File: src/rtl/nspw_pkg.sv
// ----------------------------------------------------------------------------
// nspw_pkg
// Shared types and constants for the pumped noise source and debiaser.
// ----------------------------------------------------------------------------
package nspw_pkg;

  localparam int ADC_BITS_DEF = 10;
  localparam int OUT_BITS_DEF = 8;

  localparam int LIMIT_W  = 10;
  localparam int TICK_W   = 16;
  localparam int CFG_IDX_W  = 2;
  localparam int CFG_DATA_W = 16;

  localparam logic [LIMIT_W-1:0] LIMIT_HIGH_RST  = 10'd800;
  localparam logic [LIMIT_W-1:0] LIMIT_LOW_RST   = 10'd600;
  localparam logic [TICK_W-1:0]  ALARM_TICKS_RST = 16'd1000;
  localparam logic [TICK_W-1:0]  TICK_MAX        = 16'hFFFF;

  typedef enum logic [CFG_IDX_W-1:0] {
    REG_LIMIT_HIGH  = 2'd0,
    REG_LIMIT_LOW   = 2'd1,
    REG_ALARM_TICKS = 2'd2
  } reg_idx_e;

  typedef enum logic [1:0] {
    CMD_SENSE = 2'd0,
    CMD_NOISE = 2'd1,
    CMD_TICK  = 2'd2
  } cmd_e;

  typedef enum logic [3:0] {
    MODE_CHECK   = 4'b0001,
    MODE_CHARGE  = 4'b0010,
    MODE_VERIFY  = 4'b0100,
    MODE_COLLECT = 4'b1000
  } mode_e;

  typedef struct packed {
    logic [LIMIT_W-1:0] limit_high;
    logic [LIMIT_W-1:0] limit_low;
    logic [TICK_W-1:0]  alarm_ticks;
  } cfg_t;

  typedef struct packed {
    logic drive_en;
    logic phase;
    logic byte_valid;
    logic good;
  } res_flags_t;

endpackage

File: src/rtl/nspw_cfg.sv
// ----------------------------------------------------------------------------
// nspw_cfg
// Configuration register file: limits and charge alarm.
// ----------------------------------------------------------------------------
module nspw_cfg (
  input  logic                           clk_i,
  input  logic                           rst_ni,
  input  logic                           wr_en_i,
  input  logic [nspw_pkg::CFG_IDX_W-1:0]  wr_idx_i,
  input  logic [nspw_pkg::CFG_DATA_W-1:0] wr_data_i,
  output nspw_pkg::cfg_t                 cfg_o
);
  import nspw_pkg::*;

  cfg_t cfg_q, cfg_d;

  always_comb begin
    cfg_d = cfg_q;
    if (wr_en_i) begin
      case (wr_idx_i)
        REG_LIMIT_HIGH:  cfg_d.limit_high  = wr_data_i[LIMIT_W-1:0];
        REG_LIMIT_LOW:   cfg_d.limit_low   = wr_data_i[LIMIT_W-1:0];
        REG_ALARM_TICKS: cfg_d.alarm_ticks = wr_data_i[TICK_W-1:0];
        default: ;
      endcase
    end
  end

  always_ff @(posedge clk_i or negedge rst_ni) begin
    if (!rst_ni) begin
      cfg_q.limit_high  <= LIMIT_HIGH_RST;
      cfg_q.limit_low   <= LIMIT_LOW_RST;
      cfg_q.alarm_ticks <= ALARM_TICKS_RST;
    end else begin
      cfg_q <= cfg_d;
    end
  end

  assign cfg_o = cfg_q;

endmodule

File: src/rtl/nspw_core.sv
// ----------------------------------------------------------------------------
// nspw_core
// Mode sequencer: check, charge, verify, collect; pair debiaser and shifter.
// ----------------------------------------------------------------------------
module nspw_core #(
  parameter int ADC_BITS = nspw_pkg::ADC_BITS_DEF,
  parameter int OUT_BITS = nspw_pkg::OUT_BITS_DEF
) (
  input  logic                 clk_i,
  input  logic                 rst_ni,
  input  logic                 accept_i,
  input  logic [1:0]           cmd_i,
  input  logic [ADC_BITS-1:0]  adc_value_i,
  input  nspw_pkg::cfg_t       cfg_i,
  output nspw_pkg::res_flags_t flags_o,
  output logic [OUT_BITS-1:0]  byte_o
);
  import nspw_pkg::*;

  localparam int CmpW = (ADC_BITS > LIMIT_W) ? ADC_BITS : LIMIT_W;
  localparam int CntW = $clog2(OUT_BITS + 1);
  localparam logic [CntW-1:0] LastCnt = CntW'(OUT_BITS - 1);

  mode_e               mode_q, mode_d;
  logic                phase_q, phase_d;
  logic                drive_q, drive_d;
  logic [TICK_W-1:0]   ticks_q, ticks_d;
  logic                first_q, first_d;
  logic                half_q, half_d;
  logic [OUT_BITS-1:0] shift_q, shift_d;
  logic [CntW-1:0]     cnt_q, cnt_d;
  logic                good_q, good_d;

  logic [CmpW-1:0]     adc_ext, hi_ext, lo_ext;
  logic                above_low, below_high;
  logic [OUT_BITS:0]   shift_ext;
  logic [TICK_W-1:0]   ticks_inc;
  logic                bit_in;
  logic                emit;
  logic [OUT_BITS-1:0] byte_d;

  assign adc_ext    = CmpW'(adc_value_i);
  assign hi_ext     = CmpW'(cfg_i.limit_high);
  assign lo_ext     = CmpW'(cfg_i.limit_low);
  assign above_low  = adc_ext > lo_ext;
  assign below_high = adc_ext < hi_ext;
  assign bit_in     = adc_value_i[0];
  assign shift_ext  = {shift_q, bit_in};
  assign ticks_inc  = (ticks_q == TICK_MAX) ? ticks_q : ticks_q + 1'b1;

  always_comb begin
    mode_d  = mode_q;
    phase_d = phase_q;
    drive_d = drive_q;
    ticks_d = ticks_q;
    first_d = first_q;
    half_d  = half_q;
    shift_d = shift_q;
    cnt_d   = cnt_q;
    good_d  = good_q;
    emit    = 1'b0;
    byte_d  = '0;

    case (cmd_i)
      CMD_SENSE: begin
        case (mode_q)
          MODE_CHECK, MODE_VERIFY: begin
            if (above_low) begin
              good_d  = 1'b1;
              half_d  = 1'b0;
              first_d = 1'b0;
              shift_d = '0;
              cnt_d   = '0;
              mode_d  = MODE_COLLECT;
            end else if (mode_q == MODE_CHECK) begin
              phase_d = 1'b0;
              ticks_d = '0;
              drive_d = 1'b1;
              mode_d  = MODE_CHARGE;
            end else begin
              // verify failed: report a zero item, source bad
              good_d = 1'b0;
              emit   = 1'b1;
              mode_d = MODE_CHECK;
            end
          end
          MODE_CHARGE: begin
            if (below_high) begin
              phase_d = ~phase_q;
            end else begin
              drive_d = 1'b0;
              mode_d  = MODE_VERIFY;
            end
          end
          default: ;
        endcase
      end
      CMD_NOISE: begin
        if (mode_q == MODE_COLLECT && adc_value_i != '0) begin
          if (!half_q) begin
            first_d = bit_in;
            half_d  = 1'b1;
          end else begin
            half_d = 1'b0;
            if (bit_in != first_q) begin
              if (cnt_q >= LastCnt) begin
                emit    = 1'b1;
                byte_d  = shift_ext[OUT_BITS-1:0];
                shift_d = '0;
                cnt_d   = '0;
                mode_d  = MODE_CHECK;
              end else begin
                shift_d = shift_ext[OUT_BITS-1:0];
                cnt_d   = cnt_q + 1'b1;
              end
            end
          end
        end
      end
      CMD_TICK: begin
        if (mode_q == MODE_CHARGE) begin
          ticks_d = ticks_inc;
          // timeout also releases the pump
          if (ticks_inc > cfg_i.alarm_ticks) begin
            drive_d = 1'b0;
            mode_d  = MODE_VERIFY;
          end
        end
      end
      default: ;
    endcase
  end

  always_ff @(posedge clk_i or negedge rst_ni) begin
    if (!rst_ni) begin
      mode_q  <= MODE_CHECK;
      phase_q <= 1'b0;
      drive_q <= 1'b0;
      ticks_q <= '0;
      first_q <= 1'b0;
      half_q  <= 1'b0;
      shift_q <= '0;
      cnt_q   <= '0;
      good_q  <= 1'b0;
    end else if (accept_i) begin
      mode_q  <= mode_d;
      phase_q <= phase_d;
      drive_q <= drive_d;
      ticks_q <= ticks_d;
      first_q <= first_d;
      half_q  <= half_d;
      shift_q <= shift_d;
      cnt_q   <= cnt_d;
      good_q  <= good_d;
    end
  end

  assign flags_o.drive_en   = drive_d;
  assign flags_o.phase      = phase_d;
  assign flags_o.byte_valid = emit;
  assign flags_o.good       = good_d;
  assign byte_o             = byte_d;

`ifndef ASSERT_OFF
  // pump is driven exactly while charging
  a_drive_mode: assert property (@(posedge clk_i) disable iff (!rst_ni)
    drive_q == (mode_q == MODE_CHARGE))
    else $error("pump drive out of step with charge mode");

  a_cnt_range: assert property (@(posedge clk_i) disable iff (!rst_ni)
    cnt_q < CntW'(OUT_BITS))
    else $error("bit count past output width");

  a_emit_check: assert property (@(posedge clk_i) disable iff (!rst_ni)
    accept_i && emit |=> mode_q == MODE_CHECK)
    else $error("emitted item did not return to check");
`endif

endmodule

File: src/rtl/nspw_skid.sv
// ----------------------------------------------------------------------------
// nspw_skid
// Two-entry result buffer: output register plus skid slot.
// ----------------------------------------------------------------------------
module nspw_skid #(
  parameter int DW = 12
) (
  input  logic          clk_i,
  input  logic          rst_ni,
  input  logic          up_valid_i,
  output logic          up_stall_o,
  input  logic [DW-1:0] up_data_i,
  output logic          dn_valid_o,
  input  logic          dn_stall_i,
  output logic [DW-1:0] dn_data_o
);

  logic          main_valid_q, skid_valid_q;
  logic [DW-1:0] main_q, skid_q;
  logic          up_take, dn_take;

  assign up_stall_o = skid_valid_q;
  assign up_take    = up_valid_i && !skid_valid_q;
  assign dn_take    = main_valid_q && !dn_stall_i;

  always_ff @(posedge clk_i or negedge rst_ni) begin
    if (!rst_ni) begin
      main_valid_q <= 1'b0;
      skid_valid_q <= 1'b0;
    end else begin
      if (skid_valid_q) begin
        if (dn_take) begin
          skid_valid_q <= 1'b0;
        end
      end else if (main_valid_q && !dn_take) begin
        skid_valid_q <= up_take;
      end else begin
        main_valid_q <= up_take;
      end
    end
  end

  always_ff @(posedge clk_i) begin
    if (skid_valid_q) begin
      if (dn_take) begin
        main_q <= skid_q;
      end
    end else if (main_valid_q && !dn_take) begin
      if (up_take) begin
        skid_q <= up_data_i;
      end
    end else if (up_take) begin
      main_q <= up_data_i;
    end
  end

  assign dn_valid_o = main_valid_q;
  assign dn_data_o  = main_q;

`ifndef ASSERT_OFF
  a_skid_main: assert property (@(posedge clk_i) disable iff (!rst_ni)
    skid_valid_q |-> main_valid_q)
    else $error("skid slot full with output register empty");

  a_skid_fill: assert property (@(posedge clk_i) disable iff (!rst_ni)
    $rose(skid_valid_q) |-> $past(main_valid_q && dn_stall_i))
    else $error("skid slot filled without a stalled output");

  a_skid_refill: assert property (@(posedge clk_i) disable iff (!rst_ni)
    skid_valid_q && !dn_stall_i |=> main_valid_q && !skid_valid_q)
    else $error("skid item lost on drain");
`endif

endmodule

File: src/rtl/noise_source_pump_whitener_top.sv
// ----------------------------------------------------------------------------
// noise_source_pump_whitener_top
// Charge-pumped noise source controller with pair debiaser.
// ----------------------------------------------------------------------------
// Usage:
//   Input channel (in_valid_i / in_stall_o) takes one item per cycle unless
//   stalled: a sense sample, a noise sample or a millisecond tick. Every
//   accepted item yields exactly one result on the output channel
//   (out_valid_o / out_stall_i): pump drive and phase, source status, and a
//   random byte when one is done. The mode sequencer and debiaser are a
//   single pass of compare/shift logic into the output register, which
//   limits throughput only while the receiver stalls.
//   If the receiver stalls, one more result is held in a skid slot; after
//   that in_stall_o rises until the output drains.
//   Config writes (cfg_valid_i / cfg_ready_o) are always taken; write them
//   only while no items are in flight.
//   Reset puts the block in check mode with the pump released, source status
//   low, limits at 800 / 600 and the alarm at 1000 ticks.
// ----------------------------------------------------------------------------
module noise_source_pump_whitener_top #(
  parameter int ADC_BITS = nspw_pkg::ADC_BITS_DEF,
  parameter int OUT_BITS = nspw_pkg::OUT_BITS_DEF
) (
  input  logic                            clk_i,
  input  logic                            rst_ni,
  input  logic                            in_valid_i,
  output logic                            in_stall_o,
  input  logic [1:0]                      cmd_i,
  input  logic [ADC_BITS-1:0]             adc_value_i,
  output logic                            out_valid_o,
  input  logic                            out_stall_i,
  output logic                            pump_drive_enable_o,
  output logic                            pump_phase_o,
  output logic [OUT_BITS-1:0]             random_byte_o,
  output logic                            byte_valid_o,
  output logic                            source_good_o,
  input  logic                            cfg_valid_i,
  output logic                            cfg_ready_o,
  input  logic [nspw_pkg::CFG_IDX_W-1:0]  cfg_index_i,
  input  logic [nspw_pkg::CFG_DATA_W-1:0] cfg_data_i
);
  import nspw_pkg::*;

  localparam int FlagW = $bits(res_flags_t);
  localparam int ResW  = OUT_BITS + FlagW;

  cfg_t                cfg;
  res_flags_t          flags, flags_out;
  logic [OUT_BITS-1:0] res_byte;
  logic [ResW-1:0]     res_in, res_out;
  logic                accept;

  assign cfg_ready_o = 1'b1;
  assign accept      = in_valid_i && !in_stall_o;

  nspw_cfg u_cfg (
    .clk_i     (clk_i),
    .rst_ni    (rst_ni),
    .wr_en_i   (cfg_valid_i && cfg_ready_o),
    .wr_idx_i  (cfg_index_i),
    .wr_data_i (cfg_data_i),
    .cfg_o     (cfg)
  );

  nspw_core #(
    .ADC_BITS (ADC_BITS),
    .OUT_BITS (OUT_BITS)
  ) u_core (
    .clk_i       (clk_i),
    .rst_ni      (rst_ni),
    .accept_i    (accept),
    .cmd_i       (cmd_i),
    .adc_value_i (adc_value_i),
    .cfg_i       (cfg),
    .flags_o     (flags),
    .byte_o      (res_byte)
  );

  assign res_in = {res_byte, flags};

  nspw_skid #(
    .DW (ResW)
  ) u_skid (
    .clk_i      (clk_i),
    .rst_ni     (rst_ni),
    .up_valid_i (in_valid_i),
    .up_stall_o (in_stall_o),
    .up_data_i  (res_in),
    .dn_valid_o (out_valid_o),
    .dn_stall_i (out_stall_i),
    .dn_data_o  (res_out)
  );

  assign flags_out           = res_flags_t'(res_out[FlagW-1:0]);
  assign random_byte_o       = res_out[ResW-1:FlagW];
  assign pump_drive_enable_o = flags_out.drive_en;
  assign pump_phase_o        = flags_out.phase;
  assign byte_valid_o        = flags_out.byte_valid;
  assign source_good_o       = flags_out.good;

endmodule
File: config.mk
export PLATFORM = sky130hd
export DESIGN_NAME = noise_source_pump_whitener_top
export DESIGN_NICKNAME = d
export VERILOG_FILES = /design/src/rtl/nspw_pkg.sv /design/src/rtl/nspw_cfg.sv /design/src/rtl/nspw_core.sv /design/src/rtl/nspw_skid.sv /design/src/rtl/noise_source_pump_whitener_top.sv
export SDC_FILE = /design/constraint.sdc
export NUM_CORES = 1
export LEC_CHECK = 0
export ABC_AREA = 1
export BUFFER_PORTS_ARGS = -buffer_cell sky130_fd_sc_hd__clkbuf_2
export CORE_ASPECT_RATIO = 2
export CORE_MARGIN = 2
export CORE_UTILIZATION = 47
export CTS_CLUSTER_SIZE = 30
export DETAILED_ROUTE_END_ITERATION = 8
export GPL_TIMING_DRIVEN = 0
export PLACE_DENSITY = 0.67
export SLEW_MARGIN = 10
export SYNTH_ARGS = -nofsm -noshare
export SYNTH_HDL_FRONTEND = slang
export SYNTH_SLANG_ARGS = --single-unit
File: constraint.sdc
create_clock -name clk_i -period 4.2 [get_ports clk_i]
set_clock_uncertainty 0.1 [all_clocks]
set_input_delay 0.63 -clock clk_i [delete_from_list [all_inputs] [get_ports clk_i]]
set_output_delay 0.63 -clock clk_i [all_outputs]
set_load 0.1 [all_outputs]
* Word level (Yosys, flattened, before mapping)
Cells that the tools add are included.
** Storage, ports and cells
- Register bits :: 98
- Output and inout port bits :: 15
- Logic and storage cells :: 151
** Operators by class
- $add $sub $neg :: 2
- Magnitude comparators :: 4
- Eq/ne operators :: 25
- Muxes and demuxes :: 75
- Bitwise logic cells :: 3
- Reduce and logical (&&, ||, !) cells :: 26
** Operator list (count)
- $mux W16 :: 5
- $mux W4 :: 14
- $mux W12 :: 4
- $mux W7 :: 6
- $mux W8 :: 5
- $pmux W16 S2 :: 1
- $mux W1 :: 29
- $ne A2 B1 Y1 const B :: 9
- $add A16 B1 Y16 const B :: 1
- $eq A16 B16 Y1 const B :: 1
- $gt A16 B16 Y1 :: 1
- $pmux W4 S2 :: 2
- $pmux W7 S2 :: 1
- $pmux W1 S2 :: 6
- $pmux W4 S3 :: 1
- $reduce_and A6 Y1 :: 2
- $gt A10 B10 Y1 :: 1
- $lt A10 B10 Y1 :: 1
- $reduce_and A10 Y1 :: 1
- $reduce_bool A10 Y1 :: 1
- $ne A2 B2 Y1 const B :: 4
- $reduce_and A2 Y1 :: 4
- $reduce_and A7 Y1 :: 1
- $reduce_and A3 Y1 :: 2
- 20 further kinds :: 32

* Longest topological paths before layout
- Depth after elaboration :: 9
- Mapped depth :: 23
- Depth with buffers taken out :: 23

* Hierarchy
From an unflattened synthesis, not the netlist that was laid out.
** Unflattened totals
- Cell total of the unflattened synthesis :: 751
- Area total of the unflattened synthesis :: 5945.7 µm²
** By module, submodules not included
- nspw_core :: instances 1, cells an instance 502, area an instance 3352.0 µm², seq. area each 902.1 µm²
- nspw_cfg :: instances 1, cells an instance 161, area an instance 1540.2 µm², seq. area each 917.1 µm²
- nspw_skid :: instances 1, cells an instance 84, area an instance 1032.2 µm², seq. area each 770.7 µm²
- noise_source_pump_whitener_top :: instances 1, cells an instance 4, area an instance 21.3 µm², seq. area each 0.0 µm²

* Least setup slack after synthesis
OpenSTA, ideal clock, no wires.
- Kind :: flip-flop to flip-flop
- Start point :: reg u_core.ticks_q[0]
- End point :: reg u_skid.skid_q[3], data pin
- Setup time :: 0.255 ns
- Arrival :: 2.274 ns
- Data required time :: 3.845 ns
- Path slack :: 1.572 ns
- Cell stages (with the launch flop) :: 19
- Clock period less this slack :: 2.628 ns
- Cells stage by stage :: dfrtp_1 ha_1 nand2_1 inv_1 nand2_1 nor2_4 nand4_4 nand2_1 xor2_1 ha_1 nand2_1 inv_1 nand3_1 nor2_1 a21boi_0 nand2_1 nand2_1 nand2_1 and2_1
** Between the ends
- Word-level cells in the longest chain between the ends :: 6
** RTL lines
- from (decl) :: line nspw_core.sv:27 : logic [TICK_W-1:0] ticks_q, ticks_d;
- from (signal assigned) :: line nspw_core.sv:149 : ticks_q <= ticks_d;
- $add A16 B1 Y16 / $eq A16 B16 Y1 (equally long branches) :: line nspw_core.sv:49 : assign ticks_inc = (ticks_q == TICK_MAX) ? ticks_q : ticks_q + 1'b1;
- $mux W16 (*) :: line nspw_core.sv:49
- $gt A16 B16 Y1 (*) :: line nspw_core.sv:124 : if (ticks_inc > cfg_i.alarm_ticks) begin
- $mux W1 (*) :: line nspw_core.sv:124
- $mux W1 (*) :: line nspw_core.sv:121 : if (mode_q == MODE_CHARGE) begin
- $pmux W1 S2 (*) :: line nspw_core.sv:64 : case (cmd_i)
- named net u_core.drive_d :: line nspw_core.sv:26 : logic drive_q, drive_d;
- to (signal assigned) :: line nspw_skid.sv:50 : skid_q <= up_data_i;
- to (decl) :: line nspw_skid.sv:19 : logic [DW-1:0] main_q, skid_q;
Mark *: on every way through the listed nets, which the timed path passes. The rest lies on a longest branch.
A chain may end at the register's enable or synchronous reset.

* Worst setup path in the final report
Same ends and word-level chain as after synthesis.

==> flow_summary.ini <==
[floorplan]
fp.dieW_um = 81.8
die_area_um2 = 13100
die_h_um = 160
initial_utilization = 0.483
coreArea_um2 = 11800
rows = 56
io_pins = 50

[finish]
n_antenna_cell = 0
final_area_um2 = 6450
area_growth_pct = 13.4
nFillCells = 1142
instances_no_fill = 924
drive_above_1_share = 0.142
register_area_um2 = 2590
multi_input_area_um2 = 2580
nNetsFinal = 850

[place]
place_hpwl_um = 9990
place_area_um2 = 6140
port_buffers = 48
place_inst = 907
place_worst_setup_slack_ns = 0.999
place_congestion = 0.823

[drt]
routed_wirelength_um = 12600
drt_drc_violations_left = 0
first_iter_violations = 249
first_pass_iters = 4
vias_per_cell = 5.03
vias = 4650
drtAntennaViolNets = 0
wl_per_cell_um = 13.6

[synthesis]
async_flop_share = 0.755
synth_common_cells = nand2_1, inv_1, dfrtp_1
seq_area_frac_synth = 0.455
avgSynthCellArea_um2 = 7.98
ys.flop_type = dfrtp_1
synthCells = 713
yosysMostFrequentCell = nand2_1
syn-num-nets = 789
ys_ff_latch = 98
ys_warn_count = 0
synth_area_leaders = dfrtp_1, nand2_1, edfxtp_1
synthDistinctLibCells = 40
netlist_area_um2 = 5690
yosys.area.top_type = dfrtp_1
synth_edf_count = 24
synth_top_area_frac = 0.264

[timing]
hold_viol_final = 0
max_freq_ghz = 0.306
period_minus_slack_ns = 3.27
slew_headroom = 0.320
tns_ns = 0
maxSlewViolCount = 0
finalSetupViolCount = 0
rsz0062_at_grt = false
worst_pin_slew_ns = 1.02
setup_slack_ns = 0.929
hold_ws_ns = 0.0743
min_period_over_period = 0.779

[setup_path]
max_stage_delay_ns = 0.46
critPathTopFamily = simple AND/OR/NAND/NOR gates
end_kind = register
cp.arrival_ns = 3.27
path_common_cell = nand2_1
path_buf_inv = 2
crit_chain = ha_1 > nand2_1 > inv_1 > nand2_1 > nor2_4 > nand4_4 > nand2_1 > xor2_1 > ha_1 > nand2_1 > inv_1 > nand3_1 > nor2_1 > a21boi_0 > nand2_1 > nand2_1 > nand2_1 > and2_1
worstPathRequired_ns = 4.20
cp_max_fo = 8
path_class = register to register
crit_slowest_cell = dfrtp_1
startpoint_type = register

[clock_tree]
root_buffer = clkbuf_16
cts_tree = yes
path_clk_slew_ns = 0.07
numCtsBuffers = 9
worstSkewPairLatency_ns = 0.35
post-cts-setup-buffers = 0
cts_sinks = 98
cts_resized = 0
cts_hold_buf = 0
htree_levels = 3
max-clock-path-buffers = 2

[run]
max_cap_violations = 0

[grt]
first_global_vias = 4672
grt_use_total = 0.209
antenna_found_initial = 0
grt_pass1_wl_um = 21300
grt_overflow = 0
grt_max_degree = 61

[power]
powerDensity_nw_per_um2 = 553
ir_drop_v = 0.000530
leakage_uw = 0.00333

[worst_hold_path]
hp-class = input pin to asynchronous set/reset pin

[status]
status = complete, no violations
## logic make-up after synthesis
family | Yosys count | synth area share
adder cells (fa/ha/maj) | 41 | 0.0902
buffers and inverters | 131 | 0.0906
AO/OA/AOI/OAI | 105 | 0.101
AND/OR/NAND/NOR | 326 | 0.246
flip-flops | 98 | 0.455
XOR/XNOR | 11 | 0.0169
other | 1 | 0.000659
## registers in the layout, summed over array words and instances (netlist names), 4 cells and up
signal and count:
u_cfg.cfg_o 36, u_core.cnt_q 4, u_core.mode_q 4, u_core.shift_q 7, u_core.ticks_q 16, u_skid.dn_data_o 12, u_skid.skid_q 12
## routing by layer
layer	up-vias	part of all wire	GRT usage
met3	32	0.029	0.0278
li1	2382	-	-
met1	2135	0.37	0.228
met5	-	0	0
met4	0	0.040	0.0992
met2	101	0.56	0.382
## layout make-up
type	instances	area share
clock inverter	6	0.0113
multi-input combinational	484	0.401
timing repair buffer	50	0.0431
tap	145	0.0281
buffer	17	0.0136
inverter	114	0.0663
clock buffer	10	0.0355
sequential	98	0.402
## where the power goes
group	internal [µW]	switching, µW	leakage (µW)
combinational	342	1010	0.00203
clock	469	368	0.000144
sequential	1240	142	0.00116
## per-stage QoR
stage               utilization  power (µW)
finish                    0.548        3570
detailed placement        0.522        2750
global placement          0.519        2690
global route              0.548        3810
floorplan                     -        2430
CTS                       0.547        3590
## final timing paths
| kind | from | to | slack [ns] | depth (start not counted) |
|---|---|---|---|---|
| max in group asynchronous | rst_ni | u_cfg.cfg_o[7] | 3.31 | 2 |
| worst max-delay path | u_core.ticks_q[0] | u_skid.skid_q[3] | 0.93 | 18 |
| worst max register to register | u_core.ticks_q[0] | u_skid.skid_q[3] | 0.93 | 18 |
| min in group clk_i | u_core.shift_q[6] | u_core.shift_q[6] | 0.38 | 2 |
| worst min register to register | u_core.shift_q[6] | u_core.shift_q[6] | 0.38 | 2 |
| worst min-delay path | rst_ni | u_cfg.cfg_o[33] | 0.07 | 1 |
## layout by cell type, fill, tap and decap left out, types with 4 or more instances in the layout
| master | instances |
|---|---|
| o21bai_1 | 4 |
| nor2_4 | 4 |
| nor2_1 | 59 |
| xor2_1 | 9 |
| a21oi_1 | 33 |
| dfrtp_1 | 60 |
| nand3_1 | 22 |
| dfstp_2 | 14 |
| clkbuf_2 | 48 |
| clkbuf_16 | 9 |
| inv_1 | 113 |
| nand2_2 | 7 |
| nand2_1 | 208 |
| edfxtp_1 | 24 |
| nor3_1 | 9 |
| ha_1 | 41 |
| o21ai_2 | 6 |
| clkbuf_1 | 11 |
| nand4_1 | 7 |
| o21ai_0 | 52 |
No activity file was read; power rests on OpenSTA's default activity.
